<file path="src/hw/rtl/utf8_to_utf16_decoder_core_assert.svh">
// assertion macros for the utf-8 to utf-16 decoder core
`ifndef UTF8_TO_UTF16_DECODER_CORE_ASSERT_SVH
`define UTF8_TO_UTF16_DECODER_CORE_ASSERT_SVH

`ifndef NO_ASSERTIONS
// property checked on every clock edge once out of reset
`define U8U16_ASSERT(lbl, prop) \
    lbl: assert property (@(posedge clk) disable iff (!rst_n) prop) \
        else $error("u8u16 assertion failed");
// property checked on every clock edge, reset included
`define U8U16_ASSERT_ALWAYS(lbl, prop) \
    lbl: assert property (@(posedge clk) prop) \
        else $error("u8u16 assertion failed");
`else
`define U8U16_ASSERT(lbl, prop)
`define U8U16_ASSERT_ALWAYS(lbl, prop)
`endif

`endif

</file>
<file path="src/hw/rtl/u8u16_pkg.sv">
// shared types and constants for the utf-8 to utf-16 decoder
package u8u16_pkg;

    localparam int UnitW      = 16;
    localparam int PointW     = 21;
    localparam int MaxResults = 4;
    localparam int CntW       = $clog2(MaxResults + 1);

    localparam logic [UnitW-1:0]  ReplChar  = 16'hFFFD;
    localparam logic [UnitW-1:0]  SurHi     = 16'hD800;
    localparam logic [UnitW-1:0]  SurLo     = 16'hDC00;
    localparam logic [PointW-1:0] BmpMax    = 21'h00FFFF;
    localparam logic [PointW-1:0] MaxPoint  = 21'h10FFFF;
    localparam logic [PointW-1:0] PlaneBase = 21'h010000;

    typedef logic [UnitW-1:0] unit_t;

    // words produced by one input byte, entry 0 goes out first
    typedef struct packed {
        logic [MaxResults-1:0][UnitW-1:0] units;
        logic [CntW-1:0]                  count;
    } dec_res_t;

endpackage

</file>
<file path="src/hw/rtl/u8u16_decode.sv">
// sequence state and single-pass decode of one utf-8 byte
module u8u16_decode (
    input  logic                clk,
    input  logic                rst_n,
    input  logic                accept,
    input  logic [7:0]          data_byte,
    input  logic                end_of_text,
    output u8u16_pkg::dec_res_t res
);

    logic [1:0]                       expected_reg, expected_next;
    logic [1:0]                       taken_reg, taken_next;
    logic [u8u16_pkg::PointW-1:0]     point_reg, point_next;

    logic                             is_open, is_cont;
    logic [1:0]                       taken_inc;
    logic [u8u16_pkg::PointW-1:0]     point_acc;
    logic [u8u16_pkg::PointW-1:0]     plane_off;
    logic [u8u16_pkg::CntW-1:0]       n_repl;
    logic [1:0]                       n_tail;
    u8u16_pkg::unit_t                 tail0, tail1;

    always_comb
    begin
        is_open   = (expected_reg != 2'd0);
        is_cont   = (data_byte[7:6] == 2'b10);
        taken_inc = taken_reg + 2'd1;
        point_acc = {point_reg[u8u16_pkg::PointW-7:0], data_byte[5:0]};
        plane_off = point_acc - u8u16_pkg::PlaneBase;

        expected_next = 2'd0;
        taken_next    = 2'd0;
        point_next    = '0;
        n_repl        = '0;
        n_tail        = 2'd0;
        tail0         = u8u16_pkg::ReplChar;
        tail1         = u8u16_pkg::ReplChar;

        if (is_open && is_cont)
        begin
            if (taken_inc >= expected_reg)
            begin
                if (point_acc <= u8u16_pkg::BmpMax)
                begin
                    n_tail = 2'd1;
                    tail0  = point_acc[u8u16_pkg::UnitW-1:0];
                end
                else if (point_acc <= u8u16_pkg::MaxPoint)
                begin
                    n_tail = 2'd2;
                    tail0  = u8u16_pkg::SurHi | {6'd0, plane_off[19:10]};
                    tail1  = u8u16_pkg::SurLo | {6'd0, plane_off[9:0]};
                end
                else
                begin
                    n_tail = 2'd1;
                end
            end
            else if (end_of_text)
            begin
                n_repl = u8u16_pkg::CntW'(taken_inc) + u8u16_pkg::CntW'(1);
            end
            else
            begin
                expected_next = expected_reg;
                taken_next    = taken_inc;
                point_next    = point_acc;
            end
        end
        else
        begin
            // if open, broken: lead plus taken continuations, then the byte as a lead
            if (is_open)
            begin
                n_repl = u8u16_pkg::CntW'(taken_reg) + u8u16_pkg::CntW'(1);
            end
            priority if (data_byte[7] == 1'b0)
            begin
                n_tail = 2'd1;
                tail0  = {8'd0, data_byte};
            end
            else if (data_byte[7:5] == 3'b110)
            begin
                expected_next = 2'd1;
                point_next    = u8u16_pkg::PointW'(data_byte[4:0]);
            end
            else if (data_byte[7:4] == 4'b1110)
            begin
                expected_next = 2'd2;
                point_next    = u8u16_pkg::PointW'(data_byte[3:0]);
            end
            else if (data_byte[7:3] == 5'b11110)
            begin
                expected_next = 2'd3;
                point_next    = u8u16_pkg::PointW'(data_byte[2:0]);
            end
            else
            begin
                n_tail = 2'd1;
            end
            // a lead byte that ends the text closes at once
            if (end_of_text && (expected_next != 2'd0))
            begin
                n_repl        = n_repl + u8u16_pkg::CntW'(1);
                expected_next = 2'd0;
                point_next    = '0;
            end
        end
    end

    always_comb
    begin
        for (int i = 0; i < u8u16_pkg::MaxResults; i++)
        begin
            if (u8u16_pkg::CntW'(i) < n_repl)
                res.units[i] = u8u16_pkg::ReplChar;
            else if (u8u16_pkg::CntW'(i) == n_repl)
                res.units[i] = tail0;
            else
                res.units[i] = tail1;
        end
        res.count = n_repl + u8u16_pkg::CntW'(n_tail);
    end

    always_ff @(posedge clk or negedge rst_n)
    begin
        if (!rst_n)
        begin
            expected_reg <= 2'd0;
            taken_reg    <= 2'd0;
            point_reg    <= '0;
        end
        else if (accept)
        begin
            expected_reg <= expected_next;
            taken_reg    <= taken_next;
            point_reg    <= point_next;
        end
    end

endmodule

</file>
<file path="src/hw/rtl/u8u16_outbuf.sv">
// result register that hands out the words of one byte one per cycle while m_tready is high
module u8u16_outbuf (
    input  logic                clk,
    input  logic                rst_n,
    input  logic                load,
    input  u8u16_pkg::dec_res_t res,
    output logic                ready,
    output logic                m_tvalid,
    input  logic                m_tready,
    output logic [15:0]         m_tdata,  // code_unit[15:0]
    output logic                m_tlast
);

    logic [u8u16_pkg::MaxResults-1:0][u8u16_pkg::UnitW-1:0] units_reg, units_next;
    logic [u8u16_pkg::CntW-1:0]                           rem_reg, rem_next;
    logic                                                 fire;

    assign m_tvalid = (rem_reg != '0);
    assign m_tdata  = units_reg[0];
    assign m_tlast  = (rem_reg == u8u16_pkg::CntW'(1));
    assign fire     = m_tvalid && m_tready;
    // free now, or the last word leaves this cycle
    assign ready    = (rem_reg == '0) || (m_tlast && m_tready);

    always_comb
    begin
        units_next = units_reg;
        rem_next   = rem_reg;
        if (load)
        begin
            units_next = res.units;
            rem_next   = res.count;
        end
        else if (fire)
        begin
            units_next = {u8u16_pkg::UnitW'(0), units_reg[u8u16_pkg::MaxResults-1:1]};
            rem_next   = rem_reg - u8u16_pkg::CntW'(1);
        end
    end

    always_ff @(posedge clk or negedge rst_n)
    begin
        if (!rst_n)
            rem_reg <= '0;
        else
            rem_reg <= rem_next;
    end

    always_ff @(posedge clk)
    begin
        units_reg <= units_next;
    end

endmodule

</file>
<file path="src/hw/rtl/utf8_to_utf16_decoder_core.sv">
// utf-8 to utf-16 decoder: an accepted byte's first word appears in the next cycle
// one byte per cycle while m_tready is high; a byte giving n words holds off input
// until its last word leaves; the result register drains one word a cycle on m_tready
// rst_n (async, active low) closes any open sequence and empties the result register
module utf8_to_utf16_decoder_core (
    input  logic        clk,
    input  logic        rst_n,
    input  logic        s_tvalid,
    output logic        s_tready,
    input  logic [7:0]  s_tdata,   // data_byte[7:0]
    input  logic        s_tlast,   // end_of_text
    output logic        m_tvalid,
    input  logic        m_tready,
    output logic [15:0] m_tdata,   // code_unit[15:0]
    output logic        m_tlast    // last_of_run
);

`include "utf8_to_utf16_decoder_core_assert.svh"

    u8u16_pkg::dec_res_t res;
    logic                accept;

    assign accept = s_tvalid && s_tready;

    u8u16_decode u_decode (
        .clk         (clk),
        .rst_n       (rst_n),
        .accept      (accept),
        .data_byte   (s_tdata),
        .end_of_text (s_tlast),
        .res         (res)
    );

    u8u16_outbuf u_outbuf (
        .clk      (clk),
        .rst_n    (rst_n),
        .load     (accept),
        .res      (res),
        .ready    (s_tready),
        .m_tvalid (m_tvalid),
        .m_tready (m_tready),
        .m_tdata  (m_tdata),
        .m_tlast  (m_tlast)
    );

    `U8U16_ASSERT(a_ready_only_on_last, (s_tready && m_tvalid) |-> (m_tlast && m_tready))
    `U8U16_ASSERT(a_silent_byte, (accept && (res.count == '0)) |=> !m_tvalid)
    `U8U16_ASSERT(a_run_continues, (m_tvalid && m_tready && !m_tlast) |=> m_tvalid)
    `U8U16_ASSERT_ALWAYS(a_count_bound, res.count <= u8u16_pkg::CntW'(u8u16_pkg::MaxResults))

endmodule

</file>
<file path="config.mk">
export PLATFORM = sky130hd
export DESIGN_NAME = utf8_to_utf16_decoder_core
export DESIGN_NICKNAME = d
export VERILOG_FILES = /design/src/hw/rtl/u8u16_pkg.sv /design/src/hw/rtl/u8u16_decode.sv /design/src/hw/rtl/u8u16_outbuf.sv /design/src/hw/rtl/utf8_to_utf16_decoder_core.sv
export VERILOG_INCLUDE_DIRS = /design/src /design/src/hw/rtl
export SDC_FILE = /design/constraint.sdc
export NUM_CORES = 1
export LEC_CHECK = 0
export BUFFER_PORTS_ARGS = -buffer_cell sky130_fd_sc_hd__buf_2
export CAP_MARGIN = 20
export CORE_MARGIN = 5
export CORE_UTILIZATION = 45
export CTS_BUF_LIST = sky130_fd_sc_hd__clkbuf_4
export CTS_CLUSTER_SIZE = 28
export DETAILED_ROUTE_END_ITERATION = 8
export PLACE_DENSITY = 0.67
export SYNTH_ARGS = -nofsm -noshare
export SYNTH_HDL_FRONTEND = slang
export SYNTH_SLANG_ARGS = --single-unit
</file>
<file path="constraint.sdc">
create_clock -name clk -period 6.45 [get_ports clk]
set_input_delay 1.29 -clock clk [delete_from_list [all_inputs] [get_ports clk]]
set_output_delay 1.29 -clock clk [all_outputs]
set_load 0.01 [all_outputs]
</file>
==> impl_metrics.env <==
export IMPL_num_rows=37
export IMPL_syn_inst=442
export IMPL_clock_fmax_ghz=0.266
export IMPL_insertion_delay_ns=0.45
export IMPL_final_area_um2=5000
export IMPL_tightest_slew_ns=0.862
export IMPL_wl_um=11700
export IMPL_cp_end_kind="register"
export IMPL_cts_buffer_depth=2
export IMPL_p_per_area_nw_per_um2=382
export IMPL_power_switching_uw=682
export IMPL_clk_pin_slew_ns=0.13
export IMPL_hold_viol_final=0
export IMPL_final_util_pct=48.9
export IMPL_clockRootBuffer="clkbuf_4"
export IMPL_portBuffers=31
export IMPL_drtIter0Drc=272
export IMPL_leakagePower_uw=0.00192
export IMPL_p_int_uw=1230
export IMPL_synth_compound_area_share_pct=21.5
export IMPL_r2r_end="u_outbuf.m_tdata[6]"
export IMPL_finalSetupViolCount=0
export IMPL_p_sw_share_pct=35.7
export IMPL_grt_overflow=0
export IMPL_ys_ff_latch=86
export IMPL_grt_pass1_wl_um=19000
export IMPL_syn_to_final_growth_pct=6.53
export IMPL_vias=3543
export IMPL_drive_gt1_share_pct=15.9
export IMPL_r2r_slack_ns=2.69
export IMPL_finalMaxSlewViolations=0
export IMPL_io_pins=32
export IMPL_path_max_fanout=12
export IMPL_min_period_ns=3.76
export IMPL_globalplace_congestion=0.898
export IMPL_cts_setup_buffers=0
export IMPL_start_util_pct=45.9
export IMPL_numClockSinks=86
export IMPL_dpl_hpwl_um=8050
export IMPL_cts_tree="done"
export IMPL_hold_buffers=0
export IMPL_start_kind="register"
export IMPL_total_power_uw=1910
export IMPL_rsz0062_at_grt="no"
export IMPL_outcome="complete, no violations"
export IMPL_cts_htree_levels=3
export IMPL_drv_cap=0
export IMPL_via_per_inst=5.95
export IMPL_setup_tns_final_ns=0
export IMPL_core_area_um2=10200
export IMPL_grt_usage_pct=19.0
export IMPL_min_path_type="reg -> reg"
export IMPL_pre_cts_slack_ns=2.51
export IMPL_slew_headroom_pct=42.5
export IMPL_muxShareOfSynthArea_pct=1.33
export IMPL_antenna_found_initial=1
export IMPL_yosysUniqueCellTypes=66
export IMPL_cts_made_buffers=9
export IMPL_die_y_um=112
export IMPL_dieArea_um2=12600
export IMPL_r2r_cells=11
export IMPL_ir_drop_v=0.000214
export IMPL_grt_pass1_vias=3427
export IMPL_synth_adder_area_share_pct=3.36
export IMPL_synthFlopType="edfxtp_1"
export IMPL_die_w_um=112
export IMPL_syn_area_um2=4690
export IMPL_synth_xor_area_share_pct=0.560
export IMPL_drt_pass1_iter_count=4
export IMPL_async_flop_share_pct=25.6
export IMPL_synth_warnings=0
export IMPL_grt_start_max_net_pins=70
export IMPL_p_clk_share_pct=16.2
export IMPL_worstSetupEndpoint="u_outbuf.m_tdata[6]"
export IMPL_drt_wirelength_per_cell_um=19.7
export IMPL_dpl_instance_area_um2=4860
export IMPL_setup_ws_ns=2.69
export IMPL_combPwrFrac_pct=34.8
export IMPL_finalCritPeriodShare_pct=58.4
export IMPL_required_ns=6.63
export IMPL_syn_area_per_cell_um2=10.6
export IMPL_fin_skew_ns=0.0126
export IMPL_postRouteAntennaNets=0
export IMPL_synth_top_family_by_area="compound AO/OA/AOI/OAI gates"
export IMPL_final_common_cell="edfxtp_1"
export IMPL_syn_nets=467
export IMPL_ys_seq_area_share_pct=52.7
export IMPL_yosys_area_share_simple_pct=15.1
export IMPL_fin_nets=480
export IMPL_rr_startpoint="u_decode.taken_reg[0]"
export IMPL_synth_edf_count=64
export IMPL_path_class="reg -> reg"
export IMPL_final_cell_mix="edfxtp_1 (64), nor2_1 (54), buf_2 (31), nand2_1 (30), o21ai_0 (28)"
export IMPL_drc=0
export IMPL_cp_data_arrival_time_ns=3.94
export IMPL_largest_reg_flops=48
export IMPL_worstSetupStartpoint="u_decode.taken_reg[0]"
export IMPL_ctsResizeCount=0
export IMPL_p_seq_share_pct=48.9
-- kinds of logic after synthesis --
family / Yosys count
and+or+nand+nor: 144
AOI/OAI and AO/OA: 141
DFF: 86
buffers and inverters: 50
adders and majority gates: 12
muxes: 6
xor gates and xnor gates: 3
-- through the flow --
stage | instances | hold slack, ns
3_3_place_gp | 579 | 0.500
2_1_floorplan | 442 | 0.479
4_1_cts | 593 | 0.547
6_report | 595 | 0.547
3_5_place_dp | 579 | 0.522
5_1_grt | 595 | 0.565
-- worst min path at each step --
stage,startpoint,endpoint,slack [ns],cells after the start
3_5_place_dp,u_decode.taken_reg[1],u_decode.taken_reg[1],0.52,2
4_1_cts,u_outbuf.units_reg[45],u_outbuf.units_reg[29],0.55,2
2_1_floorplan,u_decode.taken_reg[1],u_decode.taken_reg[1],0.48,2
5_1_grt,u_outbuf.units_reg[44],u_outbuf.units_reg[28],0.57,1
3_3_place_gp,u_decode.taken_reg[1],u_decode.taken_reg[1],0.50,2
6_report,u_outbuf.units_reg[45],u_outbuf.units_reg[29],0.55,2
-- power groups by stage --
stage	sequential [uW]	clock, uW	combinational, uW
3_3_place_gp	943	0	648
5_1_grt	955	338	738
4_1_cts	934	313	665
2_1_floorplan	923	0	524
6_report	936	310	666
3_5_place_dp	946	0	663
-- final cells by class --
class	count	area, um^2
Multi-Input combinational cell	306	1970
Clock buffer	11	82.6
Inverter	15	56.3
Fill cell	929	5230
Timing Repair Buffer	37	200
Tap cell	136	170
Sequential cell	86	2470
Clock inverter	3	46.3
Antenna cell	1	2.50
-- cells in the mapped netlist (all sizes together), types with 2 or more instances --
library cell   n  area (um^2)
a2111oi        5         70.1
a211oi         3         22.5
a21o           2         15.0
a21oi         26          130
a22o          19          166
a2bb2oi        2         17.5
a311oi         2         35.0
a31oi         12         81.3
and2           4         25.0
and3           5         31.3
and4           2         17.5
buf           23          151
clkbuf        12         45.0
dfrtp         22          551
edfxtp        64         1920
ha            11          138
inv           15         56.3
mux2           2         22.5
mux2i          4         40.0
nand2         31          119
nand2b         3         18.8
nand3         10         55.1
nand4          5         31.3
nor2          55          214
nor2b          3         26.3
nor3           9         45.0
nor4           5         37.5
o211ai         3         22.5
o21a          12         90.1
o21ai         31          159
o21ba          3         30.0
o22a           6         52.6
o22ai          5         31.3
o31a           3         26.3
o31ai          2         15.0
or2            4         30.0
or3            4         25.0
or4            2         18.8
xor2           3         26.3
-- worst max-delay path, cell delays in order (launching register included) --
cell,delay (ns)
dfrtp_1,0.60
inv_1,0.09
ha_1,0.40
inv_1,0.07
ha_1,0.36
a2111oi_4,0.13
or2_4,0.27
a311oi_4,0.38
inv_2,0.19
or2_2,0.37
nor2_1,0.49
a21oi_1,0.15
-- layer usage --
layer	vias up	track usage [%]	routed length, um
met2	125	30.6	5710
met4	0	7.05	210
li1	1675	-	-
met3	17	2.32	656
met5	-	0	0
met1	1726	26.4	5160
No activity file was read; power rests on OpenSTA's default activity.
